File: src/design/gtp_pkg.sv
// Shared widths, constants and types of the grid tile placement block.
package gtp_pkg;

   localparam int COUNT_W     = 5;
   localparam int INDEX_W     = 4;
   localparam int DIM_FIELD_W = 13;
   localparam int GRID_W      = 5;
   localparam int CSR_DATA_W  = 32;
   localparam int CSR_ADDR_W  = 4;

   localparam int MAX_TILES_DEFAULT     = 16;
   localparam int MAX_DIMENSION_DEFAULT = 4096;

   // Q.16 aspect target 1.778 and empty-cell penalty 0.1
   localparam int          ASPECT_FRAC_W     = 16;
   localparam int unsigned ASPECT_TARGET_Q16 = 116523;
   localparam int unsigned EMPTY_PENALTY_Q16 = 6554;

   localparam logic [DIM_FIELD_W-1:0] FIELD13_MAX         = 13'h1FFF;
   localparam logic [DIM_FIELD_W-1:0] CANVAS_WIDTH_RESET  = 13'd1280;
   localparam logic [DIM_FIELD_W-1:0] CANVAS_HEIGHT_RESET = 13'd720;
   localparam logic                   KEEP_ASPECT_RESET   = 1'b1;

   typedef enum logic [1:0] {
      REG_CANVAS_WIDTH  = 2'd0,
      REG_CANVAS_HEIGHT = 2'd1,
      REG_KEEP_ASPECT   = 2'd2
   } csr_reg_type;

   typedef struct packed {
      logic busy;
      logic done;
   } div_stat_type;

endpackage

File: src/design/gtp_channels.sv
// Request and response channel interfaces of the grid tile placement block.
interface gtp_req_if import gtp_pkg::*; ();
   logic                   valid;
   logic                   ready;
   logic [COUNT_W-1:0]     tile_count;
   logic [INDEX_W-1:0]     tile_index;
   logic [DIM_FIELD_W-1:0] source_width;
   logic [DIM_FIELD_W-1:0] source_height;

   modport source (output valid, tile_count, tile_index, source_width, source_height,
                   input ready);
   modport sink (input valid, tile_count, tile_index, source_width, source_height,
                 output ready);
endinterface

interface gtp_rsp_if import gtp_pkg::*; ();
   logic                   valid;
   logic                   ready;
   logic [GRID_W-1:0]      grid_columns;
   logic [GRID_W-1:0]      grid_rows;
   logic [DIM_FIELD_W-1:0] dest_x;
   logic [DIM_FIELD_W-1:0] dest_y;
   logic [DIM_FIELD_W-1:0] fit_width;
   logic [DIM_FIELD_W-1:0] fit_height;
   logic                   luma_fits;
   logic                   chroma_fits;

   modport source (output valid, grid_columns, grid_rows, dest_x, dest_y, fit_width,
                   fit_height, luma_fits, chroma_fits, input ready);
   modport sink (input valid, grid_columns, grid_rows, dest_x, dest_y, fit_width,
                 fit_height, luma_fits, chroma_fits, output ready);
endinterface

File: src/design/gtp_div.sv
// Shared restoring divider, one quotient bit per cycle, variable bit count.
module gtp_div import gtp_pkg::*; #(
   parameter int NUM_W  = 34,
   parameter int DEN_W  = 26,
   parameter int BITS_W = 6
) (
   input  logic              clock,
   input  logic              reset,
   input  logic              start,
   input  logic [BITS_W-1:0] bits,
   input  logic [NUM_W-1:0]  num,
   input  logic [DEN_W-1:0]  den,
   output logic [NUM_W-1:0]  quo,
   output logic [DEN_W-1:0]  rem,
   output div_stat_type      stat
);

   logic              busy_ff, busy_in;
   logic              done_ff, done_in;
   logic [BITS_W-1:0] cnt_ff, cnt_in;
   logic [NUM_W-1:0]  shift_ff, shift_in;
   logic [DEN_W-1:0]  rem_ff, rem_in;
   logic [DEN_W:0]    partial;
   logic [DEN_W:0]    trial;
   logic              take;

   assign partial = {rem_ff, shift_ff[NUM_W-1]};
   assign trial   = partial - {1'b0, den};
   assign take    = partial >= {1'b0, den};

   always_comb begin
      busy_in  = busy_ff;
      done_in  = 1'b0;
      cnt_in   = cnt_ff;
      shift_in = shift_ff;
      rem_in   = rem_ff;
      if (start) begin
         // left-align the numerator so only its low bits are iterated
         shift_in = num << (BITS_W'(NUM_W) - bits);
         rem_in   = '0;
         cnt_in   = bits;
         busy_in  = 1'b1;
      end else if (busy_ff) begin
         shift_in = {shift_ff[NUM_W-2:0], take};
         rem_in   = take ? trial[DEN_W-1:0] : partial[DEN_W-1:0];
         cnt_in   = cnt_ff - BITS_W'(1);
         if (cnt_ff == BITS_W'(1)) begin
            busy_in = 1'b0;
            done_in = 1'b1;
         end
      end
   end

   always_ff @(posedge clock) begin
      if (reset) begin
         busy_ff <= 1'b0;
         done_ff <= 1'b0;
         cnt_ff  <= '0;
      end else begin
         busy_ff <= busy_in;
         done_ff <= done_in;
         cnt_ff  <= cnt_in;
      end
   end

   always_ff @(posedge clock) begin
      shift_ff <= shift_in;
      rem_ff   <= rem_in;
   end

   assign quo       = shift_ff;
   assign rem       = rem_ff;
   assign stat.busy = busy_ff;
   assign stat.done = done_ff;

endmodule

File: src/design/grid_tile_placement.sv
// Top level of the grid tile placement block: sequencer, shared multiplier, CSRs.
//
// Places one tile of a video mosaic on the output canvas. The req channel
// carries tile count, tile index and source size; the rsp channel returns the
// chosen grid, the placed rectangle and two canvas-fit flags. Canvas size and
// the letterbox/stretch mode come from three CSRs on the APB-style csr_ port
// (byte addresses 0, 4, 8); write them only while the block is idle.
//
// One transfer is worked at a time: req.ready is high only while the
// sequencer is idle. All math runs through one registered multiplier and one
// restoring divider (a quotient bit per cycle) that sets the latency. Stretch
// mode skips the letterbox fit steps; five or more tiles add a column search
// with one count divide plus one aspect divide (34-bit with default
// parameters) per candidate column.
//
// Reset (synchronous) returns the CSRs to 1280 x 720 letterbox and empties the
// result register. A finished result waits in the rsp register while the
// receiver stalls; the next item is accepted meanwhile, and its result waits
// at the end of its sequence until the register is free.
module grid_tile_placement import gtp_pkg::*; #(
   parameter int MAX_TILES     = MAX_TILES_DEFAULT,
   parameter int MAX_DIMENSION = MAX_DIMENSION_DEFAULT
) (
   input  logic                  clock,
   input  logic                  reset,
   gtp_req_if.sink               req,
   gtp_rsp_if.source             rsp,
   input  logic                  csr_psel,
   input  logic                  csr_penable,
   input  logic                  csr_pwrite,
   input  logic [CSR_ADDR_W-1:0] csr_paddr,
   input  logic [CSR_DATA_W-1:0] csr_pwdata,
   output logic [CSR_DATA_W-1:0] csr_prdata,
   output logic                  csr_pready
);

   localparam int CNT_W  = $clog2(MAX_TILES + 1);
   localparam int DIM_W  = $clog2(MAX_DIMENSION + 1);
   localparam int PROD_W = 2 * DIM_W;
   localparam int NUM_W  = DIM_W + CNT_W + ASPECT_FRAC_W;
   localparam int DEN_W  = PROD_W;
   localparam int BITS_W = $clog2(NUM_W + 1);
   localparam int POS_W  = PROD_W + 1;
   localparam int SC_W   = NUM_W + 1;

   typedef enum logic [19:0] {
      ST_IDLE     = 20'h00001,
      ST_GRID     = 20'h00002,
      ST_ROW_DIV  = 20'h00004,
      ST_MUL_CR   = 20'h00008,
      ST_MUL_WR   = 20'h00010,
      ST_MUL_HC   = 20'h00020,
      ST_ASP_DIV  = 20'h00040,
      ST_SCORE    = 20'h00080,
      ST_CW_DIV   = 20'h00100,
      ST_CH_DIV   = 20'h00200,
      ST_MUL_SWCH = 20'h00400,
      ST_MUL_CWSH = 20'h00800,
      ST_CMP      = 20'h01000,
      ST_FIT_DIV  = 20'h02000,
      ST_OFFSET   = 20'h04000,
      ST_POS_DIV  = 20'h08000,
      ST_MUL_DX   = 20'h10000,
      ST_MUL_DY   = 20'h20000,
      ST_SUM_DY   = 20'h40000,
      ST_DONE     = 20'h80000
   } state_type;

   function automatic logic [DIM_W-1:0] clamp_dim(input logic [DIM_FIELD_W-1:0] v);
      logic [DIM_W-1:0] r;
      if (v < DIM_FIELD_W'(2)) begin
         r = DIM_W'(2);
      end else if (32'(v) > MAX_DIMENSION) begin
         r = DIM_W'(MAX_DIMENSION);
      end else begin
         r = DIM_W'(v);
      end
      return r;
   endfunction

   // control state
   state_type              state_ff, state_in;
   logic                   div_run_ff, div_run_in;
   logic                   rsp_valid_ff, rsp_valid_in;
   logic [DIM_FIELD_W-1:0] canvas_width_ff, canvas_width_in;
   logic [DIM_FIELD_W-1:0] canvas_height_ff, canvas_height_in;
   logic                   keep_aspect_ff, keep_aspect_in;

   // working registers
   logic [CNT_W-1:0]       cnt_ff, cnt_in;
   logic [INDEX_W-1:0]     idx_ff, idx_in;
   logic [DIM_W-1:0]       sw_ff, sw_in;
   logic [DIM_W-1:0]       sh_ff, sh_in;
   logic [CNT_W-1:0]       col_ff, col_in;
   logic [CNT_W-1:0]       r_ff, r_in;
   logic [CNT_W-1:0]       cols_ff, cols_in;
   logic [CNT_W-1:0]       rows_ff, rows_in;
   logic [CNT_W-1:0]       empty_ff, empty_in;
   logic [SC_W-1:0]        best_ff, best_in;
   logic [NUM_W-1:0]       diff_ff, diff_in;
   logic [PROD_W-1:0]      tmp_ff, tmp_in;
   logic [PROD_W-1:0]      mul_ff, mul_in;
   logic [DIM_W-1:0]       cw_ff, cw_in;
   logic [DIM_W-1:0]       ch_ff, ch_in;
   logic [DIM_W-1:0]       fw_ff, fw_in;
   logic [DIM_W-1:0]       fh_ff, fh_in;
   logic [DIM_W-1:0]       ox_ff, ox_in;
   logic [DIM_W-1:0]       oy_ff, oy_in;
   logic                   wider_ff, wider_in;
   logic [INDEX_W-1:0]     pos_row_ff, pos_row_in;
   logic [INDEX_W-1:0]     pos_col_ff, pos_col_in;
   logic [POS_W-1:0]       dx_ff, dx_in;
   logic [POS_W-1:0]       dy_ff, dy_in;

   // result register
   logic [GRID_W-1:0]      out_cols_ff, out_cols_in;
   logic [GRID_W-1:0]      out_rows_ff, out_rows_in;
   logic [DIM_FIELD_W-1:0] out_dx_ff, out_dx_in;
   logic [DIM_FIELD_W-1:0] out_dy_ff, out_dy_in;
   logic [DIM_FIELD_W-1:0] out_fw_ff, out_fw_in;
   logic [DIM_FIELD_W-1:0] out_fh_ff, out_fh_in;
   logic                   out_luma_ff, out_luma_in;
   logic                   out_chroma_ff, out_chroma_in;

   // shared units
   logic                   mul_en;
   logic [DIM_W-1:0]       mul_a, mul_b;
   logic                   div_start;
   logic [BITS_W-1:0]      div_bits;
   logic [NUM_W-1:0]       div_num;
   logic [DEN_W-1:0]       div_den;
   logic [NUM_W-1:0]       div_quo;
   logic [DEN_W-1:0]       div_rem;
   div_stat_type           div_stat;

   // combinational helpers
   logic [DIM_W-1:0]       w, h;
   logic                   wide;
   logic [CNT_W:0]         row_num;
   logic [NUM_W-1:0]       target;
   logic [SC_W-1:0]        score;
   logic [DIM_W-1:0]       slack_half;
   logic [POS_W:0]         luma_x, luma_y, chroma_x, chroma_y;
   logic                   csr_write;
   csr_reg_type            csr_sel;

   assign w          = clamp_dim(canvas_width_ff);
   assign h          = clamp_dim(canvas_height_ff);
   assign wide       = {1'b0, w, 1'b0} >= ({2'b0, h} + {1'b0, h, 1'b0});
   assign row_num    = {1'b0, cnt_ff} + {1'b0, col_ff} - (CNT_W + 1)'(1);
   assign target     = NUM_W'(ASPECT_TARGET_Q16);
   assign score      = SC_W'(diff_ff) + SC_W'(EMPTY_PENALTY_Q16) * SC_W'(empty_ff);
   assign slack_half = wider_ff ? ((ch_ff - fh_ff) >> 1) : ((cw_ff - fw_ff) >> 1);
   assign luma_x     = (POS_W + 1)'(dx_ff) + (POS_W + 1)'(fw_ff);
   assign luma_y     = (POS_W + 1)'(dy_ff) + (POS_W + 1)'(fh_ff);
   assign chroma_x   = (POS_W + 1)'(dx_ff >> 1) + (POS_W + 1)'(fw_ff >> 1);
   assign chroma_y   = (POS_W + 1)'(dy_ff >> 1) + (POS_W + 1)'(fh_ff >> 1);
   assign csr_write  = csr_psel && csr_penable && csr_pwrite;
   assign csr_sel    = csr_reg_type'(csr_paddr[3:2]);

   assign mul_in = PROD_W'(mul_a) * PROD_W'(mul_b);

   gtp_div #(
      .NUM_W  (NUM_W),
      .DEN_W  (DEN_W),
      .BITS_W (BITS_W)
   ) u_div (
      .clock (clock),
      .reset (reset),
      .start (div_start),
      .bits  (div_bits),
      .num   (div_num),
      .den   (div_den),
      .quo   (div_quo),
      .rem   (div_rem),
      .stat  (div_stat)
   );

   // Route multiplier operands by step.
   always_comb begin
      mul_en = 1'b1;
      mul_a  = '0;
      mul_b  = '0;
      unique case (state_ff)
         ST_MUL_CR: begin
            mul_a = DIM_W'(col_ff);
            mul_b = DIM_W'(r_ff);
         end
         ST_MUL_WR: begin
            mul_a = w;
            mul_b = DIM_W'(r_ff);
         end
         ST_MUL_HC: begin
            mul_a = h;
            mul_b = DIM_W'(col_ff);
         end
         ST_MUL_SWCH: begin
            mul_a = sw_ff;
            mul_b = ch_ff;
         end
         ST_MUL_CWSH: begin
            mul_a = cw_ff;
            mul_b = sh_ff;
         end
         ST_MUL_DX: begin
            mul_a = DIM_W'(pos_col_ff);
            mul_b = cw_ff;
         end
         ST_MUL_DY: begin
            mul_a = DIM_W'(pos_row_ff);
            mul_b = ch_ff;
         end
         default: begin
            mul_en = 1'b0;
         end
      endcase
   end

   // Route divider operands by step.
   always_comb begin
      div_num  = '0;
      div_den  = DEN_W'(1);
      div_bits = BITS_W'(1);
      unique case (state_ff)
         ST_ROW_DIV: begin
            div_num  = NUM_W'(row_num);
            div_den  = DEN_W'(col_ff);
            div_bits = BITS_W'(CNT_W + 1);
         end
         ST_ASP_DIV: begin
            div_num  = NUM_W'(tmp_ff) << ASPECT_FRAC_W;
            div_den  = DEN_W'(mul_ff);
            div_bits = BITS_W'(NUM_W);
         end
         ST_CW_DIV: begin
            div_num  = NUM_W'(w);
            div_den  = DEN_W'(cols_ff);
            div_bits = BITS_W'(DIM_W);
         end
         ST_CH_DIV: begin
            div_num  = NUM_W'(h);
            div_den  = DEN_W'(rows_ff);
            div_bits = BITS_W'(DIM_W);
         end
         ST_FIT_DIV: begin
            div_num  = wider_ff ? NUM_W'(mul_ff) : NUM_W'(tmp_ff);
            div_den  = wider_ff ? DEN_W'(sw_ff) : DEN_W'(sh_ff);
            div_bits = BITS_W'(PROD_W);
         end
         ST_POS_DIV: begin
            div_num  = NUM_W'(idx_ff);
            div_den  = DEN_W'(cols_ff);
            div_bits = BITS_W'(INDEX_W);
         end
         default: begin
            div_bits = BITS_W'(1);
         end
      endcase
   end

   // Sequencer.
   always_comb begin
      state_in      = state_ff;
      div_run_in    = div_run_ff;
      div_start     = 1'b0;
      rsp_valid_in  = rsp_valid_ff;
      cnt_in        = cnt_ff;
      idx_in        = idx_ff;
      sw_in         = sw_ff;
      sh_in         = sh_ff;
      col_in        = col_ff;
      r_in          = r_ff;
      cols_in       = cols_ff;
      rows_in       = rows_ff;
      empty_in      = empty_ff;
      best_in       = best_ff;
      diff_in       = diff_ff;
      tmp_in        = tmp_ff;
      cw_in         = cw_ff;
      ch_in         = ch_ff;
      fw_in         = fw_ff;
      fh_in         = fh_ff;
      ox_in         = ox_ff;
      oy_in         = oy_ff;
      wider_in      = wider_ff;
      pos_row_in    = pos_row_ff;
      pos_col_in    = pos_col_ff;
      dx_in         = dx_ff;
      dy_in         = dy_ff;
      out_cols_in   = out_cols_ff;
      out_rows_in   = out_rows_ff;
      out_dx_in     = out_dx_ff;
      out_dy_in     = out_dy_ff;
      out_fw_in     = out_fw_ff;
      out_fh_in     = out_fh_ff;
      out_luma_in   = out_luma_ff;
      out_chroma_in = out_chroma_ff;

      // drop the result once the receiver takes it
      if (rsp_valid_ff && rsp.ready) begin
         rsp_valid_in = 1'b0;
      end

      // each divide step: start the divider once, then wait for its done pulse
      if (!div_run_ff && (state_ff == ST_ROW_DIV || state_ff == ST_ASP_DIV ||
                          state_ff == ST_CW_DIV || state_ff == ST_CH_DIV ||
                          state_ff == ST_FIT_DIV || state_ff == ST_POS_DIV)) begin
         div_start  = 1'b1;
         div_run_in = 1'b1;
      end

      unique case (state_ff)
         ST_IDLE: begin
            if (req.valid) begin
               cnt_in   = (32'(req.tile_count) > MAX_TILES) ? CNT_W'(MAX_TILES)
                                                            : CNT_W'(req.tile_count);
               idx_in   = req.tile_index;
               sw_in    = clamp_dim(req.source_width);
               sh_in    = clamp_dim(req.source_height);
               state_in = ST_GRID;
            end
         end
         ST_GRID: begin
            // fixed layouts for up to four tiles, else search column counts
            state_in = ST_CW_DIV;
            priority if (cnt_ff <= CNT_W'(1)) begin
               cols_in = CNT_W'(1);
               rows_in = CNT_W'(1);
            end else if (cnt_ff == CNT_W'(2)) begin
               cols_in = wide ? CNT_W'(2) : CNT_W'(1);
               rows_in = wide ? CNT_W'(1) : CNT_W'(2);
            end else if (cnt_ff == CNT_W'(3)) begin
               cols_in = wide ? CNT_W'(3) : CNT_W'(2);
               rows_in = wide ? CNT_W'(1) : CNT_W'(2);
            end else if (cnt_ff == CNT_W'(4)) begin
               cols_in = CNT_W'(2);
               rows_in = CNT_W'(2);
            end else begin
               col_in   = CNT_W'(1);
               best_in  = '1;
               state_in = ST_ROW_DIV;
            end
         end
         ST_ROW_DIV: begin
            if (div_stat.done) begin
               div_run_in = 1'b0;
               r_in       = CNT_W'(div_quo);
               state_in   = ST_MUL_CR;
            end
         end
         ST_MUL_CR: begin
            state_in = ST_MUL_WR;
         end
         ST_MUL_WR: begin
            empty_in = CNT_W'(mul_ff) - cnt_ff;
            state_in = ST_MUL_HC;
         end
         ST_MUL_HC: begin
            tmp_in   = mul_ff;
            state_in = ST_ASP_DIV;
         end
         ST_ASP_DIV: begin
            if (div_stat.done) begin
               div_run_in = 1'b0;
               diff_in    = (div_quo >= target) ? div_quo - target : target - div_quo;
               state_in   = ST_SCORE;
            end
         end
         ST_SCORE: begin
            // strict compare keeps the first minimum
            if (score < best_ff) begin
               best_in = score;
               cols_in = col_ff;
               rows_in = r_ff;
            end
            if (col_ff == cnt_ff) begin
               state_in = ST_CW_DIV;
            end else begin
               col_in   = col_ff + CNT_W'(1);
               state_in = ST_ROW_DIV;
            end
         end
         ST_CW_DIV: begin
            if (div_stat.done) begin
               div_run_in = 1'b0;
               cw_in      = DIM_W'(div_quo);
               state_in   = ST_CH_DIV;
            end
         end
         ST_CH_DIV: begin
            if (div_stat.done) begin
               div_run_in = 1'b0;
               ch_in      = DIM_W'(div_quo);
               if (keep_aspect_ff) begin
                  state_in = ST_MUL_SWCH;
               end else begin
                  // stretch: cell size as is, no offsets
                  fw_in    = cw_ff;
                  fh_in    = DIM_W'(div_quo);
                  ox_in    = '0;
                  oy_in    = '0;
                  state_in = ST_POS_DIV;
               end
            end
         end
         ST_MUL_SWCH: begin
            state_in = ST_MUL_CWSH;
         end
         ST_MUL_CWSH: begin
            tmp_in   = mul_ff;
            state_in = ST_CMP;
         end
         ST_CMP: begin
            wider_in = tmp_ff > mul_ff;
            state_in = ST_FIT_DIV;
         end
         ST_FIT_DIV: begin
            if (div_stat.done) begin
               div_run_in = 1'b0;
               if (wider_ff) begin
                  fw_in = cw_ff;
                  fh_in = DIM_W'(div_quo);
               end else begin
                  fw_in = DIM_W'(div_quo);
                  fh_in = ch_ff;
               end
               state_in = ST_OFFSET;
            end
         end
         ST_OFFSET: begin
            // offset from the odd sizes, then even everything down
            if (wider_ff) begin
               ox_in = '0;
               oy_in = {slack_half[DIM_W-1:1], 1'b0};
            end else begin
               ox_in = {slack_half[DIM_W-1:1], 1'b0};
               oy_in = '0;
            end
            fw_in    = {fw_ff[DIM_W-1:1], 1'b0};
            fh_in    = {fh_ff[DIM_W-1:1], 1'b0};
            state_in = ST_POS_DIV;
         end
         ST_POS_DIV: begin
            if (div_stat.done) begin
               div_run_in = 1'b0;
               pos_row_in = INDEX_W'(div_quo);
               pos_col_in = INDEX_W'(div_rem);
               state_in   = ST_MUL_DX;
            end
         end
         ST_MUL_DX: begin
            state_in = ST_MUL_DY;
         end
         ST_MUL_DY: begin
            dx_in    = POS_W'(mul_ff) + POS_W'(ox_ff);
            state_in = ST_SUM_DY;
         end
         ST_SUM_DY: begin
            dy_in    = POS_W'(mul_ff) + POS_W'(oy_ff);
            state_in = ST_DONE;
         end
         ST_DONE: begin
            // hold until the result register is free
            if (!rsp_valid_ff || rsp.ready) begin
               out_cols_in   = GRID_W'(cols_ff);
               out_rows_in   = GRID_W'(rows_ff);
               out_dx_in     = (dx_ff > POS_W'(FIELD13_MAX)) ? FIELD13_MAX
                                                             : DIM_FIELD_W'(dx_ff);
               out_dy_in     = (dy_ff > POS_W'(FIELD13_MAX)) ? FIELD13_MAX
                                                             : DIM_FIELD_W'(dy_ff);
               out_fw_in     = DIM_FIELD_W'(fw_ff);
               out_fh_in     = DIM_FIELD_W'(fh_ff);
               out_luma_in   = (luma_x <= (POS_W + 1)'(w)) && (luma_y <= (POS_W + 1)'(h));
               out_chroma_in = (chroma_x <= (POS_W + 1)'(w >> 1)) &&
                               (chroma_y <= (POS_W + 1)'(h >> 1));
               rsp_valid_in  = 1'b1;
               state_in      = ST_IDLE;
            end
         end
         default: begin
            state_in = ST_IDLE;
         end
      endcase
   end

   // Configuration writes.
   always_comb begin
      canvas_width_in  = canvas_width_ff;
      canvas_height_in = canvas_height_ff;
      keep_aspect_in   = keep_aspect_ff;
      if (csr_write) begin
         unique case (csr_sel)
            REG_CANVAS_WIDTH:  canvas_width_in  = csr_pwdata[DIM_FIELD_W-1:0];
            REG_CANVAS_HEIGHT: canvas_height_in = csr_pwdata[DIM_FIELD_W-1:0];
            REG_KEEP_ASPECT:   keep_aspect_in   = csr_pwdata[0];
            default: begin
               keep_aspect_in = keep_aspect_ff;
            end
         endcase
      end
   end

   // Configuration reads.
   always_comb begin
      unique case (csr_sel)
         REG_CANVAS_WIDTH:  csr_prdata = CSR_DATA_W'(canvas_width_ff);
         REG_CANVAS_HEIGHT: csr_prdata = CSR_DATA_W'(canvas_height_ff);
         REG_KEEP_ASPECT:   csr_prdata = CSR_DATA_W'(keep_aspect_ff);
         default:           csr_prdata = '0;
      endcase
   end

   assign csr_pready = 1'b1;

   always_ff @(posedge clock) begin
      if (reset) begin
         state_ff         <= ST_IDLE;
         div_run_ff       <= 1'b0;
         rsp_valid_ff     <= 1'b0;
         canvas_width_ff  <= CANVAS_WIDTH_RESET;
         canvas_height_ff <= CANVAS_HEIGHT_RESET;
         keep_aspect_ff   <= KEEP_ASPECT_RESET;
      end else begin
         state_ff         <= state_in;
         div_run_ff       <= div_run_in;
         rsp_valid_ff     <= rsp_valid_in;
         canvas_width_ff  <= canvas_width_in;
         canvas_height_ff <= canvas_height_in;
         keep_aspect_ff   <= keep_aspect_in;
      end
   end

   always_ff @(posedge clock) begin
      if (mul_en) begin
         mul_ff <= mul_in;
      end
      cnt_ff        <= cnt_in;
      idx_ff        <= idx_in;
      sw_ff         <= sw_in;
      sh_ff         <= sh_in;
      col_ff        <= col_in;
      r_ff          <= r_in;
      cols_ff       <= cols_in;
      rows_ff       <= rows_in;
      empty_ff      <= empty_in;
      best_ff       <= best_in;
      diff_ff       <= diff_in;
      tmp_ff        <= tmp_in;
      cw_ff         <= cw_in;
      ch_ff         <= ch_in;
      fw_ff         <= fw_in;
      fh_ff         <= fh_in;
      ox_ff         <= ox_in;
      oy_ff         <= oy_in;
      wider_ff      <= wider_in;
      pos_row_ff    <= pos_row_in;
      pos_col_ff    <= pos_col_in;
      dx_ff         <= dx_in;
      dy_ff         <= dy_in;
      out_cols_ff   <= out_cols_in;
      out_rows_ff   <= out_rows_in;
      out_dx_ff     <= out_dx_in;
      out_dy_ff     <= out_dy_in;
      out_fw_ff     <= out_fw_in;
      out_fh_ff     <= out_fh_in;
      out_luma_ff   <= out_luma_in;
      out_chroma_ff <= out_chroma_in;
   end

   assign req.ready        = (state_ff == ST_IDLE);
   assign rsp.valid        = rsp_valid_ff;
   assign rsp.grid_columns = out_cols_ff;
   assign rsp.grid_rows    = out_rows_ff;
   assign rsp.dest_x       = out_dx_ff;
   assign rsp.dest_y       = out_dy_ff;
   assign rsp.fit_width    = out_fw_ff;
   assign rsp.fit_height   = out_fh_ff;
   assign rsp.luma_fits    = out_luma_ff;
   assign rsp.chroma_fits  = out_chroma_ff;

   a_accept_starts_grid: assert property (@(posedge clock) disable iff (reset)
      (req.valid && req.ready) |=> (state_ff == ST_GRID))
      else $error("accepted transfer did not start grid selection");

   a_div_start_idle: assert property (@(posedge clock) disable iff (reset)
      div_start |-> !div_stat.busy)
      else $error("divider restarted while busy");

   a_div_done_in_step: assert property (@(posedge clock) disable iff (reset)
      div_stat.done |-> (state_ff == ST_ROW_DIV || state_ff == ST_ASP_DIV ||
                         state_ff == ST_CW_DIV || state_ff == ST_CH_DIV ||
                         state_ff == ST_FIT_DIV || state_ff == ST_POS_DIV))
      else $error("divider finished outside a divide step");

   a_search_column_range: assert property (@(posedge clock) disable iff (reset)
      (state_ff == ST_SCORE) |-> (col_ff != '0) && (col_ff <= cnt_ff))
      else $error("candidate column count out of range");

   a_fit_within_cell: assert property (@(posedge clock) disable iff (reset)
      (state_ff == ST_DONE) |-> (fw_ff <= cw_ff) && (fh_ff <= ch_ff))
      else $error("placed picture larger than its cell");

endmodule

File: src/flat_wrapper.sv
// flat-port wrapper written by rule: the top's interface ports become plain ports
module grid_tile_placement_flat import gtp_pkg::*;
#(
   parameter int MAX_TILES     = MAX_TILES_DEFAULT,
   parameter int MAX_DIMENSION = MAX_DIMENSION_DEFAULT
)
  (clock, reset, csr_psel, csr_penable, csr_pwrite, csr_paddr, csr_pwdata, csr_prdata, csr_pready, req_valid, req_tile_count, req_tile_index, req_source_width, req_source_height, req_ready, rsp_valid, rsp_grid_columns, rsp_grid_rows, rsp_dest_x, rsp_dest_y, rsp_fit_width, rsp_fit_height, rsp_luma_fits, rsp_chroma_fits, rsp_ready);
  gtp_req_if req_i ();
  gtp_rsp_if rsp_i ();
  input  logic clock;
  input  logic reset;
  input  logic csr_psel;
  input  logic csr_penable;
  input  logic csr_pwrite;
  input  logic [CSR_ADDR_W-1:0] csr_paddr;
  input  logic [CSR_DATA_W-1:0] csr_pwdata;
  output logic [CSR_DATA_W-1:0] csr_prdata;
  output logic csr_pready;
  input wire logic [$bits(req_i.valid)-1:0] req_valid;
  input wire logic [$bits(req_i.tile_count)-1:0] req_tile_count;
  input wire logic [$bits(req_i.tile_index)-1:0] req_tile_index;
  input wire logic [$bits(req_i.source_width)-1:0] req_source_width;
  input wire logic [$bits(req_i.source_height)-1:0] req_source_height;
  output wire logic [$bits(req_i.ready)-1:0] req_ready;
  output wire logic [$bits(rsp_i.valid)-1:0] rsp_valid;
  output wire logic [$bits(rsp_i.grid_columns)-1:0] rsp_grid_columns;
  output wire logic [$bits(rsp_i.grid_rows)-1:0] rsp_grid_rows;
  output wire logic [$bits(rsp_i.dest_x)-1:0] rsp_dest_x;
  output wire logic [$bits(rsp_i.dest_y)-1:0] rsp_dest_y;
  output wire logic [$bits(rsp_i.fit_width)-1:0] rsp_fit_width;
  output wire logic [$bits(rsp_i.fit_height)-1:0] rsp_fit_height;
  output wire logic [$bits(rsp_i.luma_fits)-1:0] rsp_luma_fits;
  output wire logic [$bits(rsp_i.chroma_fits)-1:0] rsp_chroma_fits;
  input wire logic [$bits(rsp_i.ready)-1:0] rsp_ready;
  assign req_i.valid = req_valid;
  assign req_i.tile_count = req_tile_count;
  assign req_i.tile_index = req_tile_index;
  assign req_i.source_width = req_source_width;
  assign req_i.source_height = req_source_height;
  assign req_ready = req_i.ready;
  assign rsp_valid = rsp_i.valid;
  assign rsp_grid_columns = rsp_i.grid_columns;
  assign rsp_grid_rows = rsp_i.grid_rows;
  assign rsp_dest_x = rsp_i.dest_x;
  assign rsp_dest_y = rsp_i.dest_y;
  assign rsp_fit_width = rsp_i.fit_width;
  assign rsp_fit_height = rsp_i.fit_height;
  assign rsp_luma_fits = rsp_i.luma_fits;
  assign rsp_chroma_fits = rsp_i.chroma_fits;
  assign rsp_i.ready = rsp_ready;
  grid_tile_placement #(.MAX_TILES(MAX_TILES), .MAX_DIMENSION(MAX_DIMENSION)) u_core (.clock(clock), .reset(reset), .req(req_i), .rsp(rsp_i), .csr_psel(csr_psel), .csr_penable(csr_penable), .csr_pwrite(csr_pwrite), .csr_paddr(csr_paddr), .csr_pwdata(csr_pwdata), .csr_prdata(csr_prdata), .csr_pready(csr_pready));
endmodule
File: config.mk
export PLATFORM = sky130hd
export DESIGN_NAME = grid_tile_placement_flat
export DESIGN_NICKNAME = d
export VERILOG_FILES = /design/src/design/gtp_pkg.sv /design/src/design/gtp_channels.sv /design/src/design/gtp_div.sv /design/src/design/grid_tile_placement.sv /design/src/flat_wrapper.sv
export SDC_FILE = /design/constraint.sdc
export NUM_CORES = 2
export LEC_CHECK = 0
export ABC_AREA = 1
export BUFFER_PORTS_ARGS = -buffer_cell sky130_fd_sc_hd__buf_4
export CAP_MARGIN = 10
export CORE_UTILIZATION = 25
export CTS_CLUSTER_DIAMETER = 80
export CTS_CLUSTER_SIZE = 30
export DETAILED_ROUTE_END_ITERATION = 10
export GPL_ROUTABILITY_DRIVEN = 0
export HOLD_SLACK_MARGIN = 0.15
export MAX_ROUTING_LAYER = met4
export PLACE_DENSITY = 0.37
export SETUP_SLACK_MARGIN = 0.3
export SLEW_MARGIN = 20
export SYNTH_ARGS = -nofsm -noshare
export SYNTH_HDL_FRONTEND = slang
export SYNTH_SLANG_ARGS = --single-unit
File: constraint.sdc
create_clock -name clock -period 15.15 [get_ports clock]
set_input_delay 3.03 -clock clock [delete_from_list [all_inputs] [get_ports clock]]
set_output_delay 3.03 -clock clock [all_outputs]
set_load 0.01 [all_outputs]
Yosys cells after proc, flatten, opt, wreduce, memory -nomap -nowiden
Index checks and enable logic that the tools add are counted.

storage, ports and cells
  output and inout bits = 99
  bits in registers = 503

operators by class
  bitwise logic cells = 2
  reduce and logical (&&, ||, !) cells = 47
  multiplexer cells = 90
  $mul = 2
  add/sub/neg operators = 19
  shift-type cells = 1
  order comparisons = 21
  eq/ne operators = 43

operators with widths
  kind                                                         number
  one-hot mux 20 bit (20 select lines)                         1
  2-to-1 mux 13 bit                                            19
  2-to-1 mux 20 bit                                            11
  one-hot mux 34 bit (6 select lines)                          1
  2-to-1 mux 35 bit                                            5
  one-hot mux 26 bit (5 select lines)                          1
  one-hot mux 13 bit (3 select lines)                          3
  2-to-1 mux 34 bit                                            3
  one-hot mux 13 bit (7 select lines)                          1
  2-to-1 mux 5 bit                                             14
  one-hot mux 35 bit (2 select lines)                          1
  one-hot mux 13 bit (5 select lines)                          1
  adder 27 x 13 -> 28 bit                                      2
  <= comparator 28 x 12 -> 1 bit                               2
  <= comparator 28 x 13 -> 1 bit                               2
  adder 26 x 12 -> 27 bit                                      2
  adder 26 x 13 -> 27 bit                                      2
  > comparator 27 x 13 -> 1 bit, second input constant         2
  > comparator 13 bit, second input constant                   4
  less-than comparator 13 x 2 -> 1 bit, second input constant  4
  2-to-1 mux 26 bit                                            2
  one-hot mux 13 bit (2 select lines)                          2
  adder 34 x 18 -> 35 bit                                      1
  less-than comparator 35 bit                                  1
  73 further kinds                                             138

Logic depth before layout (Yosys ltp)
  depth in word-level cells = 10
  gate-level depth with buffers = 39

Hierarchy
From an unflattened synthesis, not the netlist that was laid out.

second synthesis, totals
  cell total of the unflattened synthesis = 5982
  area, all modules = 44672.8 µm²

by module, submodules not included
  module               area an instance (µm²)  instances  sequential area each (µm²)  cells an instance
  grid_tile_placement  37703.7                 1          12451.9                     4806
  gtp_div              6969.2                  1          1701.6                      1176

Least setup slack after synthesis
OpenSTA, ideal clock, no wires.

  kind = register to register
  start point = reg u_core.empty_ff[3]
  end point = reg u_core.best_ff[0], enable pin
  arrival = 7.134 ns
  cell stages (with the launch flop) = 34
  slack = 7.589 ns
  buffers on the path = 0
  cells stage by stage = edfxtp_1 > inv_1 > ha_1 > inv_1 > ha_1 > fa_1 > ha_1 > a21oi_1 > and2_1 > o21ai_0 > a21boi_0 > nor2_1 > nor2_1 > nand2_1 > a21oi_1 > o21ai_0 > xor2_1 > ha_1 > nand2_1 > nor4_1 > nand4_1 > o2111ai_1 > and2_1 > nand4_1 > xor2_1 > inv_1 > ha_1 > a21oi_1 > o21ai_0 > a221oi_1 > o21ai_0 > o21ai_0 > nand2_1 > nor2_1

between the ends
  cells in the longest elaborated chain, start to end = 5

RTL lines
  element                                  line                        RTL
  start, declared                          grid_tile_placement.sv:98   logic [CNT_W-1:0] empty_ff, empty_in;
  start signal, assigned                   grid_tile_placement.sv:545  empty_ff <= empty_in;
  multiplier 12 x 5 -> 17 bit              grid_tile_placement.sv:152  assign score = SC_W'(diff_ff) + SC_W'(EMPTY_PENALTY_Q16) * SC_W'(empty_ff);
  adder 34 x 18 -> 35 bit                  grid_tile_placement.sv:152
  net u_core.score[28]                     grid_tile_placement.sv:141  logic [SC_W-1:0] score;
  less-than comparator 35 bit              grid_tile_placement.sv:371  if (score < best_ff) begin
  != test 2 x 1 -> 1 bit (no source line)  n/a
  AND reduction 6 bit (no source line)     n/a
  end signal, assigned                     grid_tile_placement.sv:546  best_ff <= best_in;
  end, declared                            grid_tile_placement.sv:99   logic [SC_W-1:0] best_ff, best_in;

The timed path passes the listed nets, and every way through them passes these cells.
A chain may end at the register's enable or synchronous reset.

Worst setup path in the final report
  start point = reg u_core.state_ff[8]
  end point = reg u_core.mul_ff[22] (data pin)

between the ends
  cells in the longest elaborated chain, start to end = 4

RTL lines
  element                                                 line                        RTL
  start, declared                                         grid_tile_placement.sv:82   state_type state_ff, state_in;
  start signal, assigned                                  grid_tile_placement.sv:524  state_ff <= state_in;
  == test 20 x 11 -> 1 bit, or another cell as far along  grid_tile_placement.sv:184  unique case (state_ff)
  OR reduction 2 bit (no source line)                     n/a
  one-hot mux 13 bit (5 select lines)                     grid_tile_placement.sv:184
  multiplier 13 x 13 -> 26 bit *                          grid_tile_placement.sv:161  assign mul_in = PROD_W'(mul_a) * PROD_W'(mul_b);
  net u_core.mul_in[22]                                   grid_tile_placement.sv:102  logic [PROD_W-1:0] mul_ff, mul_in;
  end signal, assigned                                    grid_tile_placement.sv:535  mul_ff <= mul_in;
  end, declared                                           grid_tile_placement.sv:102

Mark *: on every way through the listed nets, which the timed path passes. The rest lies on a longest branch.

==> impl_metrics.py <==
metrics = {
    "floorplan": {
        "initial_core_util_pct": 25.1,
        "fp.coreArea_sq_um": 167000,
        "die_x_um": 412,
        "die_y_um": 412,
        "io_pins": 177,
        "rows": 150,
        "dieArea_sq_um": 170000,
    },
    "drt": {
        "num_vias": 36657,
        "viasPerCell": 4.76,
        "wl_um": 172000,
        "ant_nets": 0,
        "wl_per_cell_um": 22.4,
        "drc": 0,
        "firstDrtPassIters": 6,
        "drtIter0Drc": 3078,
    },
    "power": {
        "power_frac_seq_pct": 40.9,
        "intPower_mw": 2.54,
        "irDropWorstVdd_mv": 0.0760,
        "power.total_mw": 4.06,
        "comb_power_share_pct": 24.7,
        "net-switching-power_mw": 1.51,
        "pwr-share-clk_pct": 34.5,
        "leakagePower_nw": 21.5,
        "p_per_area_nw_per_um2": 85.5,
        "switching_share_pct": 37.3,
    },
    "setup_path": {
        "path_delay_family": "adder cells",
        "cp-start-kind": "flip-flop",
        "cp.required_ns": 15.58,
        "crit_buf_inv": 7,
        "worstRegToRegCells": 29,
        "setup.worst_path.class": "reg2reg",
        "path_common_cell": "inv_1",
        "regToRegSetupSlack_ns": 6.71,
        "cp.arrival_ns": 8.87,
        "cpPeakStageDelay_ns": 0.68,
        "r2r_start": "u_core.state_ff[8]",
        "path_max_fanout": 17,
        "reg2reg_to": "u_core.mul_ff[22]",
        "cp-end-kind": "flip-flop",
        "cp_slowest_cell": "inv_1",
    },
    "synth": {
        "synth-edff-count": 416,
        "synth_cell_types": 71,
        "syn_inst": 5328,
        "synthFlopType": "edfxtp_1",
        "ys_ff_latch": 499,
        "synthArstFlopShare_pct": 0,
        "avgSynthCellArea_sq_um": 7.88,
        "syn_area_sq_um": 42000,
        "synth_warnings": 0,
        "ys_seq_area_share_pct": 33.7,
    },
    "clock_tree": {
        "cts_resized": 0,
        "cts_tree": "yes",
        "cts_root_buf": "clkbuf_16",
        "post_cts_buffers": 0,
        "numClockSinks": 499,
        "clock_path_buffers": 3,
        "cts_buffers": 47,
        "htreeDepth": 2,
        "clk_pin_slew_worst_paths_ns": 0.10,
        "holdBufCountCts": 0,
        "clk_latency_ns": 0.69,
    },
    "sta": {
        "tightest_slew_ns": 1.21,
        "rsz0062_at_grt": "no",
        "hold_violations": 0,
        "slew_headroom_pct": 19.7,
        "period_minus_slack_ns": 8.44,
        "fin_setup_tns_ns": 0,
        "slew_violations": 0,
        "period_share_pct": 55.7,
        "finalSetupViolCount": 0,
        "skew_ns": 0.0654,
        "fmax_mhz": 118,
    },
    "hold_path": {
        "hold_start": "u_core.u_div.done_ff",
        "min_path_cells": 1,
        "min_to": "u_core.div_run_ff",
        "hp-class": "reg2reg",
    },
    "place": {
        "hpwl_um": 141000,
        "port_buffers": 135,
    },
    "final_layout": {
        "final_cell_mix": "nand2_1, inv_1, nor2_1",
        "final_common_cell": "nand2_1",
        "layout-drive-gt1-share_pct": 7.64,
        "nNetsFinal": 6037,
        "area_growth_pct": 13.0,
        "fillers": 18368,
    },
    "outcome": {
        "status": "finished clean",
    },
    "grt": {
        "grt_max_degree": 83,
        "grt_use_total_pct": 20.5,
        "antenna_found_initial": 7,
        "grt_pass1_vias": 35319,
        "grt_pass1_wl_um": 246000,
        "gr-total-overflow": 0,
    },
    "job": {
        "cap_violations": 0,
    },
}
==> flip-flops by register name, indices dropped and copies added (netlist names), 20 cells and up <==
name and cells:
u_core.best_ff 35, u_core.diff_ff 34, u_core.dx_ff 27, u_core.dy_ff 27, u_core.mul_ff 26, u_core.state_ff 20
u_core.tmp_ff 26, u_core.u_div.quo 34, u_core.u_div.rem 26
==> cell type report <==
cell class,count,area (sq um),area share [%]
diodes,5,12.5,0.0264
clock buffers,51,1210,2.55
clock inverters,37,563,1.19
inverters,916,3440,7.26
multi-input cells,3789,23800,50.1
flip-flops and latches,499,14200,29.8
well taps,2204,2760,5.81
repair buffers,202,1520,3.20
==> Yosys cell counts, types with 4 or more instances <==
cell type,n,share of area (%)
clkinv_1,6,0.054
ha_1,369,11
dfxtp_1,83,4.0
nor4_1,30,0.45
nand2_1,1135,10
nand2_2,11,0.16
buf_1,5,0.045
edfxtp_1,416,30
a21oi_1,315,3.8
o32ai_1,14,0.29
nor2_1,477,4.3
clkbuf_1,65,0.58
o22ai_1,65,0.97
buf_2,30,0.36
xor2_1,174,3.6
o21a_1,21,0.38
nand3b_1,7,0.13
mux2i_1,4,0.095
o21ai_1,38,0.45
nand4_1,66,0.98
a211oi_1,15,0.27
fa_1,135,6.4
a31oi_1,14,0.21
o31ai_1,13,0.23
nor2_4,9,0.24
o221ai_1,14,0.29
o21bai_1,12,0.21
inv_1,872,7.8
a21boi_0,6,0.11
nor3_1,71,0.85
buf_6,9,0.24
buf_4,33,0.59
xnor2_1,65,1.4
a21o_1,7,0.13
o21ai_0,283,3.4
nor2_2,12,0.18
or2_2,28,0.42
a221oi_1,10,0.21
and2_1,5,0.075
inv_2,36,0.32
o2111ai_1,5,0.10
o211ai_1,48,0.86
nand3_1,248,3.0
nand3_2,4,0.095
==> worst register-to-register path: cells and delay by family, from the launching register on <==
kind / cells / cell delay, ns
AND/OR/NAND/NOR: 10 / 2.07
XOR/XNOR: 1 / 0.15
adder cells (fa/ha/maj): 6 / 3.08
AO/OA/AOI/OAI: 5 / 1.11
buffers and inverters: 7 / 1.41
flip-flops: 1 / 0.36
==> layer usage <==
| metal | GRT usage, % | part of all wire [%] | vias up |
|---|---|---|---|
| li1 | - | - | 17853 |
| met1 | 28.6 | 48 | 17715 |
| met2 | 31.3 | 44 | 932 |
| met3 | 2.56 | 5.2 | 157 |
| met4 | 4.88 | 2.6 | 0 |
| met5 | - | 0 | - |
==> how the worst max path moves through the flow <==
stage	startpoint	end	slack [ns]	cells after the start
floorplan	u_core.empty_ff[3]	u_core.best_ff[0]	7.59	33
global placement	u_core.empty_ff[4]	u_core.rows_ff[3]	6.61	36
detailed placement	u_core.empty_ff[2]	u_core.rows_ff[1]	6.60	36
CTS	u_core.empty_ff[2]	u_core.rows_ff[0]	6.55	36
global route	u_core.empty_ff[2]	u_core.rows_ff[1]	6.06	36
finish	u_core.state_ff[8]	u_core.mul_ff[22]	6.71	29
==> power groups by stage <==
stage | combinational, mW | sequential, mW | clock, mW
detailed placement | 1.00 | 1.69 | 0
global placement | 1.01 | 1.69 | 0
floorplan | 0.719 | 1.64 | 0
finish | 1.00 | 1.66 | 1.40
CTS | 1.01 | 1.66 | 1.45
global route | 1.13 | 1.66 | 1.49
==> cell families (layout without fill, tap and decap cells) <==
kind of cell	after synthesis	after routing	synth area share, %
xor+xnor	239	239	4.99
buf+inv	1058	1206	10.0
mux	4	4	0.0954
flops	499	499	33.7
fa+ha+maj	504	504	17.4
other cells	2	25	0.0179
simple gates	2117	2117	21.3
compound gates	905	905	12.4
==> through the flow <==
stage	instance area (sq um)	worst slack, ns	std cells	hold WS, ns	util (%)
after floorplan	42100	7.59	5346	0.414	-
after global placement	45600	6.61	7609	0.430	27.3
after detailed placement	45600	6.60	7609	0.436	27.3
after CTS	47400	6.55	7697	0.447	28.4
after global routing	47400	6.06	7699	0.459	28.4
final	47400	6.71	7703	0.452	28.4
No activity file was read; power rests on OpenSTA's default activity.
